[config.mk]
export PLATFORM = sky130hd
export DESIGN_NAME = psbq_ctrl
export DESIGN_NICKNAME = d
export VERILOG_FILES = /design/src/design/psbq_pkg.sv /design/src/design/psbq_ctrl.sv
export SDC_FILE = /design/constraint.sdc
export NUM_CORES = 1
export LEC_CHECK = 0
export ABC_AREA = 1
export ABC_CLOCK_PERIOD_IN_PS = 1600
export BUFFER_PORTS_ARGS = -buffer_cell sky130_fd_sc_hd__buf_2
export CAP_MARGIN = 25
export CORE_AREA = 2 2 39 41
export CTS_BUF_LIST = sky130_fd_sc_hd__clkbuf_8
export DETAILED_ROUTE_END_ITERATION = 8
export DIE_AREA = 0 0 41 43
export PLACE_DENSITY = 0.56
export SLEW_MARGIN = 20
export SYNTH_ARGS = -nofsm -noshare
export SYNTH_HDL_FRONTEND = slang
export SYNTH_SLANG_ARGS = --single-unit
[constraint.sdc]
create_clock -name clk -period 1.6 [get_ports clk]
set_input_delay 0.08 -clock clk [delete_from_list [all_inputs] [get_ports clk]]
set_output_delay 0.08 -clock clk [all_outputs]
set_load 0.005 [all_outputs]
[src/design/psbq_pkg.sv]
// ----------------------------------------------------------------------------
// psbq_pkg
// types, codes and sizes of the per-session bounded queue
// ----------------------------------------------------------------------------
package psbq_pkg;

    localparam int NumSessions  = 16;
    localparam int SessionDepth = 16;
    localparam int SessBits     = $clog2(NumSessions);
    localparam int SlotBits     = $clog2(SessionDepth);
    localparam int AddrBits     = SessBits + SlotBits;
    localparam int MemDepth     = NumSessions * SessionDepth;

    localparam logic [2:0] OP_PUSH  = 3'd0;
    localparam logic [2:0] OP_POP   = 3'd1;
    localparam logic [2:0] OP_PEEK  = 3'd2;
    localparam logic [2:0] OP_DRAIN = 3'd3;
    localparam logic [2:0] OP_SWEEP = 3'd4;
    localparam logic [2:0] OP_CLEAR = 3'd5;

    localparam logic [2:0] ST_ACCEPTED = 3'd0;
    localparam logic [2:0] ST_MERGED   = 3'd1;
    localparam logic [2:0] ST_DROP_OLD = 3'd2;
    localparam logic [2:0] ST_DROP_NEW = 3'd3;
    localparam logic [2:0] ST_NOT_ACC  = 3'd4;
    localparam logic [2:0] ST_OK       = 3'd5;
    localparam logic [2:0] ST_EMPTY    = 3'd6;
    localparam logic [2:0] ST_DONE     = 3'd7;

    localparam logic [1:0] MODE_DROP_NEW = 2'd1;
    localparam logic [1:0] MODE_DROP_OLD = 2'd2;

    localparam logic [2:0] REG_SESSION_LIMIT = 3'd0;
    localparam logic [2:0] REG_GLOBAL_LIMIT  = 3'd1;
    localparam logic [2:0] REG_OVERFLOW_MODE = 3'd2;
    localparam logic [2:0] REG_COALESCE      = 3'd3;
    localparam logic [2:0] REG_AGE_LIMIT     = 3'd4;

    typedef struct packed {
        logic [2:0]  opcode;
        logic [3:0]  session;
        logic [31:0] payload;
        logic [31:0] now;
    } cmd_t;

    typedef struct packed {
        logic [2:0]  status;
        logic [31:0] data_out;
        logic [4:0]  session_depth;
        logic [8:0]  total_count;
        logic [8:0]  dropped_count;
        logic        last;
    } result_t;

    typedef struct packed {
        logic [4:0]  per_session_limit;
        logic [8:0]  global_limit;
        logic [1:0]  overflow_mode;
        logic        coalesce_enable;
        logic [31:0] age_limit;
    } cfg_t;

    typedef enum logic [3:0] {
        A_NONE,
        A_PUSH,
        A_EMPTY,
        A_HEAD_RD,
        A_HEAD_OUT,
        A_DRAIN_START,
        A_DRAIN_STEP,
        A_SWEEP_OFF,
        A_SWEEP_INIT,
        A_SW_READ,
        A_SW_DROP,
        A_SW_NEXT,
        A_SWEEP_DONE,
        A_CLEAR
    } action_t;

    typedef struct packed {
        logic    load;
        action_t action;
    } dp_ctl_t;

    typedef struct packed {
        logic [2:0] op;
        logic       empty;
        logic       age_off;
        logic       sw_end;
        logic       sw_expired;
        logic       drain_end;
    } dp_stat_t;

endpackage

[src/design/psbq_ctrl.sv]
// ----------------------------------------------------------------------------
// psbq_ctrl
// sequencer for push, pop, peek, drain, sweep and clear
// ----------------------------------------------------------------------------
module psbq_ctrl
(
    input  logic                 clk,
    input  logic                 rst_n,
    input  logic                 start,
    output logic                 busy,
    input  psbq_pkg::dp_stat_t   stat,
    output psbq_pkg::dp_ctl_t    ctl
);
    import psbq_pkg::*;

    typedef enum logic [2:0] {
        S_IDLE,
        S_EXEC,
        S_POP_RD,
        S_DRAIN,
        S_SW_RD,
        S_SW_CHK
    } state_t;

    state_t state_reg;
    state_t state_next;
    logic   busy_reg;
    logic   busy_next;

    assign busy      = busy_reg;
    assign busy_next = (state_next != S_IDLE);

    always_comb
    begin
        state_next = state_reg;
        ctl.load   = 1'b0;
        ctl.action = A_NONE;
        case (state_reg)
            S_IDLE:
            begin
                if (start)
                begin
                    ctl.load   = 1'b1;
                    state_next = S_EXEC;
                end
            end
            S_EXEC:
            begin
                state_next = S_IDLE;
                case (stat.op)
                    OP_PUSH:
                        ctl.action = A_PUSH;
                    OP_POP, OP_PEEK:
                    begin
                        if (stat.empty)
                            ctl.action = A_EMPTY;
                        else
                        begin
                            ctl.action = A_HEAD_RD;
                            state_next = S_POP_RD;
                        end
                    end
                    OP_DRAIN:
                    begin
                        if (stat.empty)
                            ctl.action = A_EMPTY;
                        else
                        begin
                            ctl.action = A_DRAIN_START;
                            state_next = S_DRAIN;
                        end
                    end
                    OP_SWEEP:
                    begin
                        if (stat.age_off)
                            ctl.action = A_SWEEP_OFF;
                        else
                        begin
                            ctl.action = A_SWEEP_INIT;
                            state_next = S_SW_RD;
                        end
                    end
                    OP_CLEAR:
                        ctl.action = A_CLEAR;
                    default:
                        ctl.action = A_NONE;
                endcase
            end
            S_POP_RD:
            begin
                ctl.action = A_HEAD_OUT;
                state_next = S_IDLE;
            end
            S_DRAIN:
            begin
                ctl.action = A_DRAIN_STEP;
                if (stat.drain_end)
                    state_next = S_IDLE;
            end
            S_SW_RD:
            begin
                if (stat.sw_end)
                begin
                    ctl.action = A_SWEEP_DONE;
                    state_next = S_IDLE;
                end
                else if (stat.empty)
                    ctl.action = A_SW_NEXT;
                else
                begin
                    ctl.action = A_SW_READ;
                    state_next = S_SW_CHK;
                end
            end
            S_SW_CHK:
            begin
                ctl.action = stat.sw_expired ? A_SW_DROP : A_SW_NEXT;
                state_next = S_SW_RD;
            end
            default:
                state_next = S_IDLE;
        endcase
    end

    always_ff @(posedge clk or negedge rst_n)
    begin
        if (!rst_n)
        begin
            state_reg <= S_IDLE;
            busy_reg  <= 1'b0;
        end
        else
        begin
            state_reg <= state_next;
            busy_reg  <= busy_next;
        end
    end

endmodule

After elaboration in Yosys (flattened, before gate mapping)
Index checks and enable logic that the tools add are counted.
- flip-flop bits (word level): 4
- bits in latches: 0
- bits in writable memories: 0
- memory bits (read-only): 0
- logic and storage cells: 35
- memories kept: 0
- add/sub/neg operators: 0
- $mul: 0
- divide/modulo/power cells: 0
- $lt $le $gt $ge: 0
- equal/unequal tests: 10
- shifts and indexed selects: 0
- mux-type cells: 19
- bitwise operators: 0
- reductions and logical operators: 4
- operators by type and width (operator ; number):
    $pmux 4 s5 ; 2
    $mux 3 ; 7
    $pmux 3 s5 ; 1
    $eq 3x2->1 const B ; 4
    $eq 3x3->1 const B ; 4
    $pmux 3 s3 ; 1
    $eq 3x1->1 const B ; 2
    $logic_not 3->1 ; 2
    $mux 2 ; 3
    $mux 1 ; 4
    $mux 4 ; 1
    $reduce_bool 3->1 ; 1
    $reduce_or 2->1 ; 1

Depth between registers and ports, before layout
Gate-level depths: netlist of the first run.
- depth after elaboration: 5
- mapped depth: 7

Worst setup path after synthesis of the first run
OpenSTA, ideal clock, no wires.
- path kind: register to output
- start: reg state_reg[2]
- end: out ctl[1] (netlist name)
- data arrival time: 0.946 ns
- path slack: 0.574 ns
- cell stages (with the launch flop): 8
- cell sequence: dfrtp_1 -> inv_2 -> nand2_2 -> nor2_4 -> inv_2 -> a21oi_2 -> nor2_1 -> nand2_1
- RTL lines (element ; line ; RTL):
    start, declared ; psbq_ctrl.sv:25 ; state_t state_reg;
    start signal, assigned ; psbq_ctrl.sv:134 ; state_reg <= state_next;
    end, declared ; psbq_ctrl.sv:12 ; output psbq_pkg::dp_ctl_t ctl

==> reports/metrics.cfg, run 1 <==
[synth]
synth_top_cell_area_share=0.265
yosysTopAreaCell=dfrtp_1
synth_fa_ha_area_frac=0
synth_area_sq_um=378
synth_common_cells=11 x nand2_1, 9 x nand3_1, 7 x inv_1, 7 x nor2_1, 4 x dfrtp_1
async_flop_share=1.00
synth_cell_types=18
ys_seq_area_frac=0.265
synthCells=59
muxShareOfSynthArea=0
synth-compound-area-share=0.146
synth_edf_count=0
synth_xor_area_frac=0
synth.most_common_cell=nand2_1
synth_flop_cell=dfrtp_1
syn-num-nets=70
synth_area_leaders=dfrtp_1 26%, nand3_1 12%, nand2_1 11%, inv_1 7.0%, nor2_1 7.0%
synth_top_family_by_area=simple AND/OR/NAND/NOR gates
ys_ff_latch=4
synthSimpleGateAreaFrac=0.490
synth.yosys.warnings=0
syn_avg_cell_area_sq_um=6.40

[routing]
viasPerCell=4.51
postRouteAntennaNets=0
remaining_drc_errors=0
drt_iter0_markers=6
firstDrtPassIters=4
vias=428
wl_per_cell_microns=9.25
routed_wirelength_microns=879

[clock_tree]
htreeDepth=1
cts_root_buffer=clkbuf_8
insertion_delay_ns=0.21
cts_tree=done
cts.sinks=4
path_clk_slew_ns=0.03
cts_made_buffers=3
max-clock-path-buffers=2

[timing]
setup_tns_ns=0
final.min_clock_period_ns=1.43
slew_violations=0
setup_viol=0
fin_crit_sh=0.891
clock_skew_ns=0.00295
fmax_mhz=701
final_hold_viol_count=0
rsz0062_at_grt=no
relSlewSlack=0.823
tightest_slew_ns=0.266

[worst_setup_path]
cp_top_family=flip-flops
max_stage_delay_ns=0.41
cpMostUsedCell=inv_2
endpoint_kind=output pin
critPathLaunchType=register
crit_fanout=7
worst-setup-path-type=reg -> out
critPathBufInv=3
cp_cell_sequence=inv_2, nand2_2, nor2_4, inv_2, a21oi_2, nor2_1, nand2_1, buf_2
cp.arrival_ns=1.35
cp.required_ns=1.52
cpMaxStageDelayCell=dfrtp_1

[layout]
largest_reg_flops=3
diodes=0
drive_above_1_share=0.392
fin_util=0.382
syn2layout_area_growth_pct=40.1
nets=92

[pwr]
p_leak_nw=0.305
ir_drop_v=0.000561
p_per_area_nw_per_um2=1010

[global_route]
grt_pass1_vias=371
grt_pass1_wl_microns=1420
antenna_found_initial=0
grt_use_total=0.118
grt_remaining_overflow=0
grt_max_degree=8

[flow_run]
cap_viol_max_count=0

[floorplanning]
die-area_sq_um=1760
die_width_microns=41
core_area_sq_um=1380
start_util=0.273
row_count=14
die_h_microns=43
ios=17

[hold_path]
hold_class=in -> reg

[placement]
port_buffers=16
hpwl_microns=713
place_congestion=0.781

[status]
outcome=complete, no violations

## power by group
group,internal [mW],total [mW],switching (mW),leakage (nW)
Sequential,0.122,0.143,0.0218,0.0521
Combinational,0.0801,0.182,0.102,0.231
Clock,0.160,0.209,0.0492,0.0216
Total,0.362,0.535,0.173,0.305
## tightest hold or removal path: stages
cell,delay [ns]
buf_2,0.08
nor3_1,0.04
nand2_1,0.08
nand2_2,0.06
## timing repair
action	CTS	global route
hold buffers	1	0
hold endpoints to repair	4	0
buffers inserted	0	0
resized for setup	0	0
## cell families (layout without fill, tap and decap cells)
kind of cell / after synthesis / count (layout)
compound gates: 8 / 8
buf+inv: 10 / 30
flops: 4 / 4
simple gates: 37 / 37
## final timing paths
path                              startpoint  cells after the start  slack [ns]           end
worst max-delay path            state_reg[2]                      8        0.17        ctl[1]
worst min register to register  state_reg[0]                      2        0.72  state_reg[1]
worst min-delay path                 stat[4]                      4        0.18  state_reg[1]
max in group asynchronous              rst_n                      2        1.28  state_reg[1]
min in group asynchronous              rst_n                      2        0.20  state_reg[0]
worst max register to register  state_reg[2]                      7        0.48          busy
## per-stage QoR
stage	cell area [sq um]	instances	setup WS [ns]	hold WS, ns	total power [mW]
final	529	95	0.174	0.184	0.535
after global routing	529	95	0.0673	0.195	0.582
after CTS	529	95	0.164	0.166	0.548
after detailed placement	478	91	0.402	-0.111	0.327
after global placement	478	91	0.418	-0.111	0.326
after floorplan	378	59	0.574	-0.216	0.258
## cells in the final DEF (no fill, tap or decap)
cell type,synthesis,final
nor2_4,1,1
inv_1,7,7
nor2_1,7,7
o21ai_1,2,2
nor2_2,2,2
o221ai_1,1,1
a21oi_2,2,2
o21ai_0,2,2
nand2_1,11,11
buf_2,0,16
nor3_1,1,1
nand3_1,9,9
a21o_2,1,1
nand3_2,1,1
dlygate4sd3_1,0,1
nand3b_1,2,2
nand2_2,2,2
dfrtp_1,4,4
inv_2,3,3
clkbuf_8,0,3
nand4_1,1,1
## routing by layer
layer	wire, microns	up-vias	track usage
li1	-	235	-
met1	433	185	0.161
met2	402	8	0.166
met3	43	0	0.0628
met4	0	0	0.0200
met5	0	-	0
## final cells by class
class	count	area, sq um
repair buffers	17	90.1
multi-input cells	45	240
flip-flops and latches	4	100
inverters	10	37.5
fillers	161	855
clock buffers	3	41.3
well taps	16	20.0
Power figures use the tool's default switching activity.
==> inputs of run 2 (changes only) <==
--- a/config.mk
+++ b/config.mk
@@ -7,13 +7,13 @@
 export LEC_CHECK = 0
 export ABC_AREA = 1
 export ABC_CLOCK_PERIOD_IN_PS = 1600
-export BUFFER_PORTS_ARGS = -buffer_cell sky130_fd_sc_hd__buf_2
 export CAP_MARGIN = 25
 export CORE_AREA = 2 2 39 41
 export CTS_BUF_LIST = sky130_fd_sc_hd__clkbuf_8
 export DETAILED_ROUTE_END_ITERATION = 8
 export DIE_AREA = 0 0 41 43
-export PLACE_DENSITY = 0.56
+export DONT_BUFFER_PORTS = 1
+export PLACE_DENSITY = 0.45
 export SLEW_MARGIN = 20
 export SYNTH_ARGS = -nofsm -noshare
 export SYNTH_HDL_FRONTEND = slang
==> run 2 against run 1 <==
- critical path depth is 1 lower
- global-route usage is 1.5 points higher
- register-to-register slack hardly changed
- hold slack worse by 0.13 ns
- die area stayed put
- routed wire length is 4.6% lower
- sequential power is 3% higher
- critical path type unchanged
- critical endpoint unchanged
==> reports/metrics.cfg, run 2 (synthesis results as in run 1) <==
[placement]
port_buffers=0  ; -16
place_ws_ns=0.465  ; +0.0636 ns
place_congestion=0.660  ; -16%
hpwl_microns=693  ; -2.8%
dp.cells=75  ; -18%

[floorplanning]
core_area_sq_um=1380  ; unchanged
die_h_microns=43  ; unchanged
row_count=14  ; unchanged
die_width_microns=41  ; unchanged
start_util=0.273  ; unchanged
ios=17  ; unchanged
die-area_sq_um=1760  ; unchanged

[global_route]
grt_pass1_wl_microns=1550  ; +9.2%
grt_pass1_vias=395  ; +6.5%
grt_use_total=0.133  ; +0.0152
grt_max_degree=8  ; unchanged
antenna_found_initial=0  ; unchanged
grt_remaining_overflow=0  ; unchanged

[timing]
final_hold_viol_count=0  ; unchanged
tightest_slew_ns=0.262  ; -0.00451 ns
final.min_clock_period_ns=1.35  ; -0.0752 ns
fin_crit_sh=0.844  ; -0.0470
timing.final.ws_setup_ns=0.249  ; +0.0752 ns
fmax_mhz=740  ; +5.6%
clock_skew_ns=0.00186  ; -0.00109 ns
slew_violations=0  ; unchanged
setup_tns_ns=0  ; unchanged
relSlewSlack=0.826  ; +0.00301
rsz0062_at_grt=no
setup_viol=0  ; unchanged

[worst_setup_path]
cpMaxStageDelayCell=dfrtp_1
cp.arrival_ns=1.27  ; -0.08 ns
reg2reg_from=state_reg[2]
critPathCapture=ctl[1]
regToRegSetupSlack_ns=0.49  ; about the same
worst-setup-path-type=reg -> out
crit_fanout=7  ; unchanged
timing.rr.end=busy
cp_cell_sequence=inv_2, nand2_2, nor2_4, inv_2, a21oi_2, nor2_1, nand2_1
cp.required_ns=1.52  ; about the same
worstSetupStartpoint=state_reg[2]
endpoint_kind=output pin
max_stage_delay_ns=0.41  ; about the same
critPathLaunchType=register
cpMostUsedCell=inv_2
reg2reg_depth=7  ; unchanged

[routing]
vias=384  ; -10%
drt_iter0_markers=3  ; -3
wl_per_cell_microns=10.6  ; +15%
routed_wirelength_microns=839  ; -4.6%
viasPerCell=4.86  ; +7.9%
postRouteAntennaNets=0  ; unchanged
remaining_drc_errors=0  ; unchanged
firstDrtPassIters=4  ; unchanged

[layout]
largest_reg_flops=3  ; unchanged
diodes=0  ; unchanged
layout.cells.non_filler=79  ; -17%
syn2layout_area_growth_pct=18.9
final_cell_mix=11 x nand2_1, 9 x nand3_1, 7 x inv_1, 7 x nor2_1, 4 x dfrtp_1
nets=76  ; -17%
layout_commonest_cell=nand2_1
drive_above_1_share=0.238  ; -0.154

[clock_tree]
cts.sinks=4  ; unchanged
cts_root_buffer=clkbuf_8
path_clk_slew_ns=0.03  ; about the same
insertion_delay_ns=0.21  ; about the same
cts-resized-gates=0  ; unchanged
htreeDepth=1  ; unchanged
cts_made_buffers=3  ; unchanged
max-clock-path-buffers=2  ; unchanged
cts_tree=done
cts_setup_buffers=0  ; unchanged
postCtsHoldBufs=1  ; unchanged

[pwr]
p_comb_frac=0.277  ; -0.064
pwr-share-clk=0.425  ; +0.034
internal-power_uw=332  ; -8.2%
seqPwrFrac=0.299  ; +0.031
p_per_area_nw_per_um2=1090  ; +8.3%
ir_drop_v=0.000297  ; -47%
p_leak_nw=0.236  ; -23%
switching_share=0.324  ; +0.000384
power.switching_uw=159  ; -8.0%

[status]
outcome=complete, no violations

[flow_run]
cap_viol_max_count=0  ; unchanged

[hold_path]
hold_class=in -> reg

run 2: cell types whose count changed in the layout (fill, tap and decap cells not counted):
| cell | previous run | this run |
|---|---|---|
| buf_2 | 16 | 0 |
run 2: through the flow:
step / hold WS, ns / util / power [mW] / area [sq um]
floorplan: -0.216 / - / 0.258 / 378
global placement: -0.216 / 0.288 / 0.285 / 398
detailed placement: -0.216 / 0.288 / 0.283 / 398
CTS: 0.0561 / 0.325 / 0.497 / 449
global route: 0.0880 / 0.325 / 0.531 / 449
finish: 0.0551 / 0.325 / 0.492 / 449
run 2: worst max-delay path: cells and delay by family (launching register included):
family                 cells  cell delay (ns)
flip-flops                 1             0.41
AND/OR/NAND/NOR            4             0.36
buffers and inverters      2             0.18
AO/OA/AOI/OAI              1             0.10
run 2: area by class of cell:
type	count	area, sq um
multi-input cells	45	240
inverters	10	37.5
repair buffers	1	10.0
clock buffers	3	41.3
well taps	16	20.0
fillers	165	935
flip-flops and latches	4	100
run 2: power by group through the flow:
stage | clock network [mW] | registers [mW] | logic, mW
floorplan | 0 | 0.143 | 0.115
global placement | 0 | 0.150 | 0.136
detailed placement | 0 | 0.149 | 0.134
CTS | 0.210 | 0.148 | 0.139
global route | 0.221 | 0.153 | 0.157
finish | 0.209 | 0.147 | 0.136
run 2: per-layer routing:
metal	up-vias	GRT usage	part of all wire
li1	204	-	-
met1	161	0.174	0.48
met2	16	0.175	0.43
met3	3	0.0576	0.076
met4	0	0.0800	0.021
met5	-	0	0
run 2: worst min-delay path by stage:
stage	depth (start not counted)	start	end
2_1_floorplan	0	rst_n	busy
3_3_place_gp	0	rst_n	state_reg[0]
3_5_place_dp	0	rst_n	state_reg[0]
4_1_cts	3	stat[4]	state_reg[1]
5_1_grt	3	stat[4]	state_reg[1]
6_report	3	stat[4]	state_reg[1]
