## src/design/psbq_pkg.sv

```systemverilog
// ----------------------------------------------------------------------------
// psbq_pkg
// types, codes and sizes of the per-session bounded queue
// ----------------------------------------------------------------------------
package psbq_pkg;

    localparam int NumSessions  = 16;
    localparam int SessionDepth = 16;
    localparam int SessBits     = $clog2(NumSessions);
    localparam int SlotBits     = $clog2(SessionDepth);
    localparam int AddrBits     = SessBits + SlotBits;
    localparam int MemDepth     = NumSessions * SessionDepth;

    localparam logic [2:0] OP_PUSH  = 3'd0;
    localparam logic [2:0] OP_POP   = 3'd1;
    localparam logic [2:0] OP_PEEK  = 3'd2;
    localparam logic [2:0] OP_DRAIN = 3'd3;
    localparam logic [2:0] OP_SWEEP = 3'd4;
    localparam logic [2:0] OP_CLEAR = 3'd5;

    localparam logic [2:0] ST_ACCEPTED = 3'd0;
    localparam logic [2:0] ST_MERGED   = 3'd1;
    localparam logic [2:0] ST_DROP_OLD = 3'd2;
    localparam logic [2:0] ST_DROP_NEW = 3'd3;
    localparam logic [2:0] ST_NOT_ACC  = 3'd4;
    localparam logic [2:0] ST_OK       = 3'd5;
    localparam logic [2:0] ST_EMPTY    = 3'd6;
    localparam logic [2:0] ST_DONE     = 3'd7;

    localparam logic [1:0] MODE_DROP_NEW = 2'd1;
    localparam logic [1:0] MODE_DROP_OLD = 2'd2;

    localparam logic [2:0] REG_SESSION_LIMIT = 3'd0;
    localparam logic [2:0] REG_GLOBAL_LIMIT  = 3'd1;
    localparam logic [2:0] REG_OVERFLOW_MODE = 3'd2;
    localparam logic [2:0] REG_COALESCE      = 3'd3;
    localparam logic [2:0] REG_AGE_LIMIT     = 3'd4;

    typedef struct packed {
        logic [2:0]  opcode;
        logic [3:0]  session;
        logic [31:0] payload;
        logic [31:0] now;
    } cmd_t;

    typedef struct packed {
        logic [2:0]  status;
        logic [31:0] data_out;
        logic [4:0]  session_depth;
        logic [8:0]  total_count;
        logic [8:0]  dropped_count;
        logic        last;
    } result_t;

    typedef struct packed {
        logic [4:0]  per_session_limit;
        logic [8:0]  global_limit;
        logic [1:0]  overflow_mode;
        logic        coalesce_enable;
        logic [31:0] age_limit;
    } cfg_t;

    typedef enum logic [3:0] {
        A_NONE,
        A_PUSH,
        A_EMPTY,
        A_HEAD_RD,
        A_HEAD_OUT,
        A_DRAIN_START,
        A_DRAIN_STEP,
        A_SWEEP_OFF,
        A_SWEEP_INIT,
        A_SW_READ,
        A_SW_DROP,
        A_SW_NEXT,
        A_SWEEP_DONE,
        A_CLEAR
    } action_t;

    typedef struct packed {
        logic    load;
        action_t action;
    } dp_ctl_t;

    typedef struct packed {
        logic [2:0] op;
        logic       empty;
        logic       age_off;
        logic       sw_end;
        logic       sw_expired;
        logic       drain_end;
    } dp_stat_t;

endpackage

```

## src/design/psbq_cfg.sv

```systemverilog
// ----------------------------------------------------------------------------
// psbq_cfg
// apb register bank for limits, overflow policy, coalescing and age limit
// ----------------------------------------------------------------------------
module psbq_cfg
(
    input  logic                 clk,
    input  logic                 rst_n,
    input  logic                 psel,
    input  logic                 penable,
    input  logic                 pwrite,
    input  logic [4:0]           paddr,
    input  logic [31:0]          pwdata,
    output logic [31:0]          prdata,
    output logic                 pready,
    output psbq_pkg::cfg_t       cfg
);
    import psbq_pkg::*;

    cfg_t       cfg_reg;
    logic       wr_en;
    logic [2:0] reg_idx;

    assign pready  = 1'b1;
    assign reg_idx = paddr[4:2];
    assign wr_en   = psel & penable & pwrite;
    assign cfg     = cfg_reg;

    always_ff @(posedge clk or negedge rst_n)
    begin
        if (!rst_n)
        begin
            cfg_reg.per_session_limit <= 5'd16;
            cfg_reg.global_limit      <= 9'd256;
            cfg_reg.overflow_mode     <= 2'd0;
            cfg_reg.coalesce_enable   <= 1'b0;
            cfg_reg.age_limit         <= 32'd0;
        end
        else if (wr_en)
        begin
            case (reg_idx)
                REG_SESSION_LIMIT: cfg_reg.per_session_limit <= pwdata[4:0];
                REG_GLOBAL_LIMIT:  cfg_reg.global_limit      <= pwdata[8:0];
                REG_OVERFLOW_MODE: cfg_reg.overflow_mode     <= pwdata[1:0];
                REG_COALESCE:      cfg_reg.coalesce_enable   <= pwdata[0];
                REG_AGE_LIMIT:     cfg_reg.age_limit         <= pwdata;
                default:           ;
            endcase
        end
    end

    always_comb
    begin
        case (reg_idx)
            REG_SESSION_LIMIT: prdata = {27'd0, cfg_reg.per_session_limit};
            REG_GLOBAL_LIMIT:  prdata = {23'd0, cfg_reg.global_limit};
            REG_OVERFLOW_MODE: prdata = {30'd0, cfg_reg.overflow_mode};
            REG_COALESCE:      prdata = {31'd0, cfg_reg.coalesce_enable};
            REG_AGE_LIMIT:     prdata = cfg_reg.age_limit;
            default:           prdata = 32'd0;
        endcase
    end

endmodule

```

## config.mk

```make
export PLATFORM = sky130hd
export DESIGN_NAME = psbq_cfg
export DESIGN_NICKNAME = d
export VERILOG_FILES = /design/src/design/psbq_pkg.sv /design/src/design/psbq_cfg.sv
export SDC_FILE = /design/constraint.sdc
export NUM_CORES = 1
export LEC_CHECK = 0
export BUFFER_PORTS_ARGS = -buffer_cell sky130_fd_sc_hd__clkbuf_2
export CORE_MARGIN = 2
export CORE_UTILIZATION = 45
export CTS_CLUSTER_DIAMETER = 30
export DETAILED_ROUTE_END_ITERATION = 10
export GPL_TIMING_DRIVEN = 0
export PLACE_DENSITY = 0.8
export SLEW_MARGIN = 5
export SYNTH_ARGS = -nofsm -noshare
export SYNTH_HDL_FRONTEND = slang
export SYNTH_SLANG_ARGS = --single-unit
export TNS_END_PERCENT = 50
```

## constraint.sdc

```tcl
create_clock -name clk -period 4.51 [get_ports clk]
set_input_delay 1.353 -clock clk [delete_from_list [all_inputs] [get_ports clk]]
set_output_delay 1.353 -clock clk [all_outputs]
set_load 0.05 [all_outputs]
```

Yosys cells after proc, flatten, opt, wreduce, memory -nomap -nowiden
Cells that the tools add are included.
- register bits: 49
- bits in latches: 0
- RAM bits: 0
- bits in read-only memories: 0
- bits of input ports: 42
- output and inout bits: 82
- word-level logic and storage cells: 18
- memories kept: 0
- add/sub/neg operators: 0
- $mul: 0
- div/mod/pow operators: 0
- order comparisons: 0
- equality and inequality tests: 4
- shift-type cells: 0
- mux-type cells: 1
- bitwise operators: 2
- reduce and logical (&&, ||, !) cells: 6
- operator list (kind ; number):
    one-hot mux 32 bit (5 select lines) ; 1
    AND reduction 2 bit ; 5
    equality test 3 x 2 -> 1 bit (second input constant) ; 2
    equality test 3 x 1 -> 1 bit (second input constant) ; 1
    equality test 3 bit (second input constant) ; 1
    logical NOT 3 bit ; 1
    bitwise AND 1 bit ; 2

Longest topological paths before layout
Gate-level depths: netlist (run 1).
- depth after elaboration: 3
- gate-level depth with buffers: 5
- mapped depth without buffers: 3

Worst setup path before layout (run 1)
Ideal clock, no wire load.
- path kind: input -> output
- start point: input paddr[4]
- end point: output prdata[0]
- arrival: 2.908 ns
- data required time: 3.157 ns
- setup slack: 0.249 ns
- cell stages on the path: 4
- path buffers: 1
- path through: buf_6 nand2b_1 o22a_1 o21ai_0
- cells in the longest elaborated chain, start to end: 2
- ends and longest elaborated chain (item ; line ; source):
    start: declaration ; psbq_cfg.sv:12 ; input logic [4:0] paddr,
    equality test 3 bit, or another cell as far along ; psbq_cfg.sv:54 ; case (reg_idx)
    one-hot mux 32 bit (5 select lines) * ; psbq_cfg.sv:54 ;
    end: declaration ; psbq_cfg.sv:14 ; output logic [31:0] prdata,
Every way passes the cells marked *; elsewhere a longest branch is shown, timed or not.

Final worst setup path (run 1)
- start point: input paddr[3]
- end point: output prdata[10]
The elaborated chain is that of the path after synthesis.

==> results of run 1 <==
==> Yosys cell counts, drive strengths merged <==
master,count
dfstp,2
mux2,50
nand4,1
nor2b,2
o21ai,1
nand2b,2
o2bb2ai,1
clkbuf,4
nand2,4
or2,3
nor2,9
inv,2
a22oi,4
a32oi,1
nor3,1
and2,23
o22a,2
a21oi,3
dfrtp,47
buf,7
nand4b,1
conb,1
or3,1
mux2i,4
==> cell families after synthesis <==
group           after synthesis  share of synthesized area
flops                        49                      0.530
other cells                   1                    0.00162
mux                          54                      0.268
simple gates                 47                      0.129
buf+inv                      13                     0.0345
compound gates               12                     0.0367
==> critical path, cell delays in order <==
cell and delay, ns:
clkbuf_2 0.15, nand2b_2 0.24, nor2_1 0.28, clkbuf_1 0.35, and2_1 0.19, clkbuf_2 0.27
==> area by class of cell <==
type	count	area, µm²	area share
inverters	2	7.51	0.00243
plain buffers	11	72.6	0.0235
repair buffers	120	601	0.194
flip-flops and latches	49	1230	0.398
clock inverters	1	5.00	0.00162
multi-input cells	114	1010	0.327
clock buffers	7	76.3	0.0247
well taps	70	87.6	0.0284
==> metrics by stage <==
step           cell area [µm²]  total power [µW]  utilization  cells  setup WS (ns)
4_1_cts                   3090              1480        0.612    374          0.293
3_5_place_dp              3010              1230        0.596    366          0.297
3_3_place_gp              3010              1220        0.596    366          0.272
6_report                  3090              1460        0.612    374          0.327
5_1_grt                   3090              1540        0.612    374          0.145
2_1_floorplan             2320              1070            -    176          0.249
==> power breakdown <==
group | switching, µW | internal, µW | total, µW
registers | 64.2 | 528 | 592
clock network | 135 | 109 | 244
logic | 463 | 165 | 628
total | 662 | 802 | 1460
==> path summary, 6_finish.rpt <==
path,start,end,slack (ns),cells past startpoint
worst max register to register,cfg[6]$_DFFE_PN0P_,cfg[6]$_DFFE_PN0P_,3.71,1
max in group asynchronous,rst_n,cfg[5]$_DFFE_PN0P_,2.60,1
worst min register to register,cfg[5]$_DFFE_PN0P_,cfg[5]$_DFFE_PN0P_,0.53,1
worst min-delay path,cfg[5]$_DFFE_PN0P_,cfg[5]$_DFFE_PN0P_,0.53,1
min in group asynchronous,rst_n,cfg[2]$_DFFE_PN0P_,1.25,1
worst max-delay path,paddr[3],prdata[10],0.33,6
==> metal layers <==
metal  track usage  vias to the layer above
li1              -                      854
met1         0.225                      849
met4        0.0526                        0
met5             0                        -
met3        0.0741                        6
met2         0.313                       88
==> placed cells by master (no fill, tap or decap), drive strengths merged <==
cell type    n
dfrtp       47
and2        23
mux2i        4
conb         1
a21oi        3
nand4        1
mux2        50
a22oi        4
nor2b        2
nor3         1
nor2         9
or2          3
clkbuf     130
clkinv       1
nand4b       1
nand2b       2
buf          8
nand2        4
dfstp        2
o21ai        1
o2bb2ai      1
o22a         2
or3          1
a32oi        1
inv          2
==> flow_metrics.env, run 1 <==
export IMPL_clock_sinks=49
export IMPL_wl_met2_mm=2.59
export IMPL_num_vias=1797
export IMPL_largest_register_ffs=49
export IMPL_dr_max_layer_used="met4"
export IMPL_vias_per_cell=4.80
export IMPL_dp_hpwl_mm=4.04
export IMPL_drive_above_1_share=0.625
export IMPL_drv_slew=0
export IMPL_holdWs_ns=0.525
export IMPL_die_area_um2=5740
export IMPL_cp_end_kind="primary output"
export IMPL_syn_avg_cell_area_um2=13.2
export IMPL_area_delta_synth_final_pct=33.2
export IMPL_tightest_slew_ns=1.08
export IMPL_diodes=0
export IMPL_firstDrtPassIters=4
export IMPL_timing_setup_tns_ns=0
export IMPL_gp_congestion=0.723
export IMPL_cts_tree="built"
export IMPL_synth_area_um2=2320
export IMPL_cp_data_required_time_ns=3.16
export IMPL_die_w_um=75.8
export IMPL_maxCapViolations=0
export IMPL_overflow=0
export IMPL_drc_errors=0
export IMPL_clk_pin_slew_worst_paths_ns=0.07
export IMPL_power_density_nw_per_um2=474
export IMPL_grt_use_total=0.188
export IMPL_cts_htree_levels=2
export IMPL_synth_area_leaders="dfrtp_1, mux2_2, and2_1, mux2_4, dfstp_2"
export IMPL_die_h_um=75.8
export IMPL_portBuffers=120
export IMPL_yosysTopAreaCellShare=0.507
export IMPL_fin_worst_skew_ns=0
export IMPL_relSlewSlack=0.279
export IMPL_ys_types=30
export IMPL_hp_class="register to register"
export IMPL_setup_viol=0
export IMPL_wl_met3_um=506
export IMPL_ios=124
export IMPL_m1WireLength_mm=2.21
export IMPL_num_fill_cells=420
export IMPL_synth_seq_area_share=0.530
export IMPL_antenna_found_initial=0
export IMPL_clock_latency_ns=0.29
export IMPL_wl_mm=5.36
export IMPL_clock_path_buffers=2
export IMPL_grt_pass1_wl_mm=7.95
export IMPL_post_cts_setup_buffers=0
export IMPL_period_share=0.928
export IMPL_worstSetupPathType="input port to primary output"
export IMPL_irDropWorstVdd_mv=0.248
export IMPL_synth_fp_nets=218
export IMPL_period_minus_slack_ns=4.18
export IMPL_rsz0062_at_grt="false"
export IMPL_grt_pass1_vias=1652
export IMPL_ant_nets=0
export IMPL_cts_buffers=5
export IMPL_yosysTopAreaCell="dfrtp_1"
export IMPL_root_buffer="clkbuf_8"
export IMPL_first_iter_violations=72
export IMPL_clock_fmax_mhz=239
export IMPL_p_leak_uw=0.00165
export IMPL_ys_ff_latch=49
export IMPL_ys_warn_count=0
export IMPL_status="finished clean"
export IMPL_post_drt_wl_per_cell_um=14.3
export IMPL_row_count=26
export IMPL_final_hold_violation_count=0
export IMPL_synthCells=176
export IMPL_core_area_um2=5040
export IMPL_crit_arrival_ns=2.83
export IMPL_grt_start_max_net_pins=50
export IMPL_ctsHoldBuffers=0
export IMPL_post_cts_resized=0
export IMPL_start_util=0.460
export IMPL_worstPathMaxFanout=10
export IMPL_worst_setup_path_start_kind="input port"
export IMPL_final_nets=345
Note: power is estimated with default switching activity, not from simulation.
==> inputs of run 2 (changes only) <==
RECOVER_POWER = 100   (was not set)
==> flow_metrics.env, run 2 (same netlist as run 1, synthesis figures left out) <==
export IMPL_overflow=0
export IMPL_irDropWorstVdd_mv=0.255
export IMPL_dp_hpwl_mm=4.04
export IMPL_final_hold_violation_count=0
export IMPL_num_fill_cells=455
export IMPL_grt_pass1_wl_mm=7.95
export IMPL_p_leak_uw=0.00142
export IMPL_worstSetupPathType="input port to primary output"
export IMPL_cpLargestDelayFamily="buffers and inverters"
export IMPL_reg2reg_from="cfg[47]$_DFFE_PN0P_"
export IMPL_area_delta_synth_final_pct=27.6
export IMPL_fin_worst_skew_ns=0
export IMPL_cts_htree_levels=2
export IMPL_diodes=0
export IMPL_portBuffers=120
export IMPL_hp_class="register to register"
export IMPL_critPathSlowestCell="clkbuf_1"
export IMPL_die_h_um=75.8
export IMPL_rrSetupSlack_ns=3.67
export IMPL_wl_mm=5.39
export IMPL_ios=124
export IMPL_cp_end_kind="primary output"
export IMPL_crit_path_end="prdata[7]"
export IMPL_ctsHoldBuffers=0
export IMPL_post_cts_setup_buffers=0
export IMPL_ant_nets=0
export IMPL_path_buf_inv=4
export IMPL_grt_use_total=0.188
export IMPL_clock_path_buffers=2
export IMPL_crit_arrival_ns=2.86
export IMPL_tightest_slew_ns=2.59
export IMPL_reg2reg_depth=1
export IMPL_use_met3=0.0741
export IMPL_setup_viol=0
export IMPL_row_count=26
export IMPL_antenna_found_initial=0
export IMPL_layout_common_cells="clkbuf_2, clkbuf_1, dfrtp_1, mux2_2, and2_1"
export IMPL_rr_endpoint="cfg[47]$_DFFE_PN0P_"
export IMPL_timing_setup_tns_ns=0
export IMPL_cts_buffers=5
export IMPL_relSlewSlack=-0.729
export IMPL_drc_errors=0
export IMPL_power_density_nw_per_um2=484
export IMPL_core_area_um2=5040
export IMPL_num_vias=1808
export IMPL_cp_data_required_time_ns=3.16
export IMPL_first_iter_violations=66
export IMPL_worst_setup_path_start_kind="input port"
export IMPL_worstSetupPathDepth=7
export IMPL_grt_start_max_net_pins=50
export IMPL_period_share=0.933
export IMPL_root_buffer="clkbuf_8"
export IMPL_firstDrtPassIters=4
export IMPL_largest_register_ffs=49
export IMPL_slowest_delay_ns=0.32
export IMPL_clk_pin_slew_worst_paths_ns=0.07
export IMPL_crit_chain="clkbuf_2 > clkbuf_1 > nor2b_1 > clkbuf_1 > a22oi_1 > nor2_1 > clkbuf_2"
export IMPL_period_minus_slack_ns=4.21
export IMPL_crit_path_start="paddr[4]"
export IMPL_clock_sinks=49
export IMPL_post_dp_cell_area_um2=3010
export IMPL_final_nets=345
export IMPL_cts_tree="built"
export IMPL_rsz0062_at_grt="false"
export IMPL_drive_above_1_share=0.408
export IMPL_status="finished with violations"
export IMPL_maxCapViolations=1
export IMPL_post_cts_resized=0
export IMPL_grt_pass1_vias=1652
export IMPL_globalRouteMet2Util=0.313
export IMPL_holdWs_ns=0.524
export IMPL_busiest_layer="met2"
export IMPL_fin_area_um2=2960
export IMPL_clock_latency_ns=0.29
export IMPL_worstPathMaxFanout=10
export IMPL_gp_congestion=0.723
export IMPL_die_area_um2=5740
export IMPL_start_util=0.460
export IMPL_die_w_um=75.8
export IMPL_vias_per_cell=4.83
export IMPL_use_met1=0.225
export IMPL_drv_slew=50
export IMPL_violations="capacitance limit, slew limit"
export IMPL_clock_fmax_mhz=238
export IMPL_post_drt_wl_per_cell_um=14.4
==> run 2: layer usage <==
metal	routed length, µm	up-vias
met4	39	0
met5	0	-
met1	2270	858
met2	2600	91
li1	-	855
met3	482	4
==> run 2: through the flow <==
step / std cells / utilization / power, µW / setup slack (ns)
global route: 374 / 0.587 / 1510 / 0.137
global placement: 366 / 0.596 / 1220 / 0.272
CTS: 374 / 0.612 / 1480 / 0.293
floorplan: 176 / - / 1070 / 0.249
detailed placement: 366 / 0.596 / 1230 / 0.297
finish: 374 / 0.587 / 1430 / 0.302
==> run 2: power breakdown <==
group	switching, µW	internal (µW)	leakage [µW]
Combinational	462	135	0.000757
Sequential	63.0	528	0.000622
Clock	135	109	0.0000422
==> run 2: area by class of cell <==
type	instances	area [µm²]	area share
Sequential cell	49	1230	0.415
Multi-Input combinational cell	114	976	0.330
Timing Repair Buffer	120	532	0.180
Tap cell	70	87.6	0.0296
Clock buffer	7	76.3	0.0258
Buffer	11	46.3	0.0156
Inverter	2	7.51	0.00254
Clock inverter	1	5.00	0.00169
==> run 2: worst min-delay path by stage <==
stage | startpoint | end | slack [ns] | depth (start not counted)
global route | cfg[41]$_DFFE_PN0P_ | cfg[41]$_DFFE_PN0P_ | 0.55 | 1
CTS | cfg[5]$_DFFE_PN0P_ | cfg[5]$_DFFE_PN0P_ | 0.53 | 1
floorplan | cfg[48]$_DFFE_PN1P_ | cfg[48]$_DFFE_PN1P_ | 0.73 | 1
global placement | cfg[6]$_DFFE_PN0P_ | cfg[6]$_DFFE_PN0P_ | 0.50 | 1
detailed placement | cfg[5]$_DFFE_PN0P_ | cfg[5]$_DFFE_PN0P_ | 0.51 | 1
finish | cfg[5]$_DFFE_PN0P_ | cfg[5]$_DFFE_PN0P_ | 0.52 | 1
==> inputs of run 3 (changes only) <==
==> constraint.sdc (replaced) <==
create_clock -name clk -period 4.3 [get_ports clk]
set_input_delay 1.29 -clock clk [delete_from_list [all_inputs] [get_ports clk]]
set_output_delay 1.29 -clock clk [all_outputs]
set_load 0.005 [all_outputs]
==> flow_metrics.env, run 3 (same netlist as run 1, synthesis figures left out) <==
export IMPL_worst_setup_path_start_kind="input port"
export IMPL_dpl_cell_count=366
export IMPL_reg2reg_from="cfg[47]$_DFFE_PN0P_"
export IMPL_reg2reg_depth=1
export IMPL_worstSetupPathDepth=7
export IMPL_die_area_um2=5740
export IMPL_drive_above_1_share=0.441
export IMPL_drv_slew=50
export IMPL_first_iter_violations=74
export IMPL_row_count=26
export IMPL_wl_mm=5.41
export IMPL_period_minus_slack_ns=3.94
export IMPL_comb_power_share=0.230
export IMPL_grt_start_max_net_pins=50
export IMPL_rrSetupSlack_ns=3.46
export IMPL_critPathSlowestCell="clkbuf_1"
export IMPL_setup_ws_ns=0.361
export IMPL_root_buffer="clkbuf_8"
export IMPL_setup_viol=0
export IMPL_gp_congestion=0.723
export IMPL_crit_chain="clkbuf_1 > clkbuf_1 > nor2b_1 > clkbuf_1 > a22oi_1 > nor2_1 > clkbuf_1"
export IMPL_slowest_delay_ns=0.34
export IMPL_firstDrtPassIters=4
export IMPL_stdcell_count=374
export IMPL_status="finished with violations"
export IMPL_cp_end_kind="primary output"
export IMPL_grt_pass1_wl_mm=7.95
export IMPL_start_util=0.460
export IMPL_rsz0062_at_grt="false"
export IMPL_core_area_um2=5040
export IMPL_rr_endpoint="cfg[47]$_DFFE_PN0P_"
export IMPL_clockPowerShare=0.226
export IMPL_ant_nets=0
export IMPL_final_common_cell="clkbuf_2"
export IMPL_clock_sinks=49
export IMPL_fin_worst_skew_ns=0
export IMPL_clk_pin_slew_worst_paths_ns=0.07
export IMPL_internal_power_uw=817
export IMPL_cpLargestDelayFamily="buffers and inverters"
export IMPL_cts_buffers=5
export IMPL_cts_tree="built"
export IMPL_cts_htree_levels=2
export IMPL_total_power_uw=1140
export IMPL_violations="capacitance limit, slew limit"
export IMPL_p_sw_uw=322
export IMPL_maxCapViolations=1
export IMPL_vias_per_cell=4.81
export IMPL_cp_data_required_time_ns=3.01
export IMPL_grt_use_total=0.188
export IMPL_clock_latency_ns=0.29
export IMPL_hp_class="register to register"
export IMPL_die_h_um=75.8
export IMPL_timing_setup_tns_ns=0
export IMPL_drc_errors=0
export IMPL_holdWs_ns=0.524
export IMPL_post_cts_setup_buffers=0
export IMPL_crit_path_frequent_cell="clkbuf_1"
export IMPL_p_leak_uw=0.00145
export IMPL_largest_register_ffs=49
export IMPL_num_fill_cells=454
export IMPL_swShare=0.283
export IMPL_ctsHoldBuffers=0
export IMPL_ios=124
export IMPL_final_nets=345
export IMPL_dp_hpwl_mm=4.04
export IMPL_period_share=0.916
export IMPL_layout_common_cells="clkbuf_2, clkbuf_1, dfrtp_1, mux2_2, and2_1"
export IMPL_portBuffers=120
export IMPL_diodes=0
export IMPL_post_place_ws_ns=0.377
export IMPL_grt_pass1_vias=1652
export IMPL_irDropWorstVdd_mv=0.195
export IMPL_crit_path_start="paddr[4]"
export IMPL_worstPathMaxFanout=10
export IMPL_clock_fmax_mhz=254
export IMPL_pwr_share_seq=0.544
export IMPL_overflow=0
export IMPL_area_delta_synth_final_pct=28.3
export IMPL_path_buf_inv=4
export IMPL_worstSetupPathType="input port to primary output"
export IMPL_crit_path_end="prdata[7]"
export IMPL_relSlewSlack=-0.729
export IMPL_power_density_nw_per_um2=383
export IMPL_post_drt_wl_per_cell_um=14.5
export IMPL_final_hold_violation_count=0
export IMPL_antenna_found_initial=0
export IMPL_clock_path_buffers=2
export IMPL_crit_arrival_ns=2.65
export IMPL_die_w_um=75.8
export IMPL_tightest_slew_ns=2.59
export IMPL_num_vias=1799
export IMPL_post_cts_resized=0
-- run 3: changes by cell type in the layout (fill, tap and decap cells not counted) --
cell	previous run	this run
and2_1	18	14
clkbuf_1	66	54
clkbuf_2	66	77
dfstp_2	2	0
and2_0	5	9
dfstp_1	0	2
buf_2	0	1
-- run 3: metal layers --
layer / GRT usage / wire length, µm / part of all wire
met4: 0.0526 / 39 / 0.0072
met2: 0.313 / 2600 / 0.48
met1: 0.225 / 2290 / 0.42
met3: 0.0741 / 482 / 0.089
met5: 0 / 0 / 0
-- run 3: worst min-delay path by stage --
stage | start | to | slack, ns | depth (start not counted)
after floorplan | cfg[5]$_DFFE_PN0P_ | cfg[5]$_DFFE_PN0P_ | 0.51 | 1
final | cfg[5]$_DFFE_PN0P_ | cfg[5]$_DFFE_PN0P_ | 0.52 | 1
after detailed placement | cfg[5]$_DFFE_PN0P_ | cfg[5]$_DFFE_PN0P_ | 0.51 | 1
after global placement | cfg[6]$_DFFE_PN0P_ | cfg[6]$_DFFE_PN0P_ | 0.50 | 1
after CTS | cfg[5]$_DFFE_PN0P_ | cfg[5]$_DFFE_PN0P_ | 0.53 | 1
after global routing | cfg[41]$_DFFE_PN0P_ | cfg[41]$_DFFE_PN0P_ | 0.55 | 1
-- run 3: cell type report --
type                            instances  area (µm²)  area share
Clock inverter                          1        5.00     0.00168
Tap cell                               70        87.6      0.0294
Sequential cell                        49        1230       0.413
Buffer                                 11        46.3      0.0156
Multi-Input combinational cell        114         976       0.328
Timing Repair Buffer                  120         547       0.184
Clock buffer                            7        76.3      0.0257
Inverter                                2        7.51     0.00252
-- run 3: through the flow --
stage	util	instance area (µm²)
after floorplan	-	2320
after global placement	0.596	3010
after detailed placement	0.596	3010
after CTS	0.612	3090
after global routing	0.590	2970
final	0.590	2970
-- run 3: power groups by stage --
stage               Combinational, µW  Sequential, µW  Clock (µW)
CTS                               291             622         271
floorplan                         127             627           0
finish                            262             619         257
global placement                  283             624           0
detailed placement                291             629           0
global route                      296             634         286
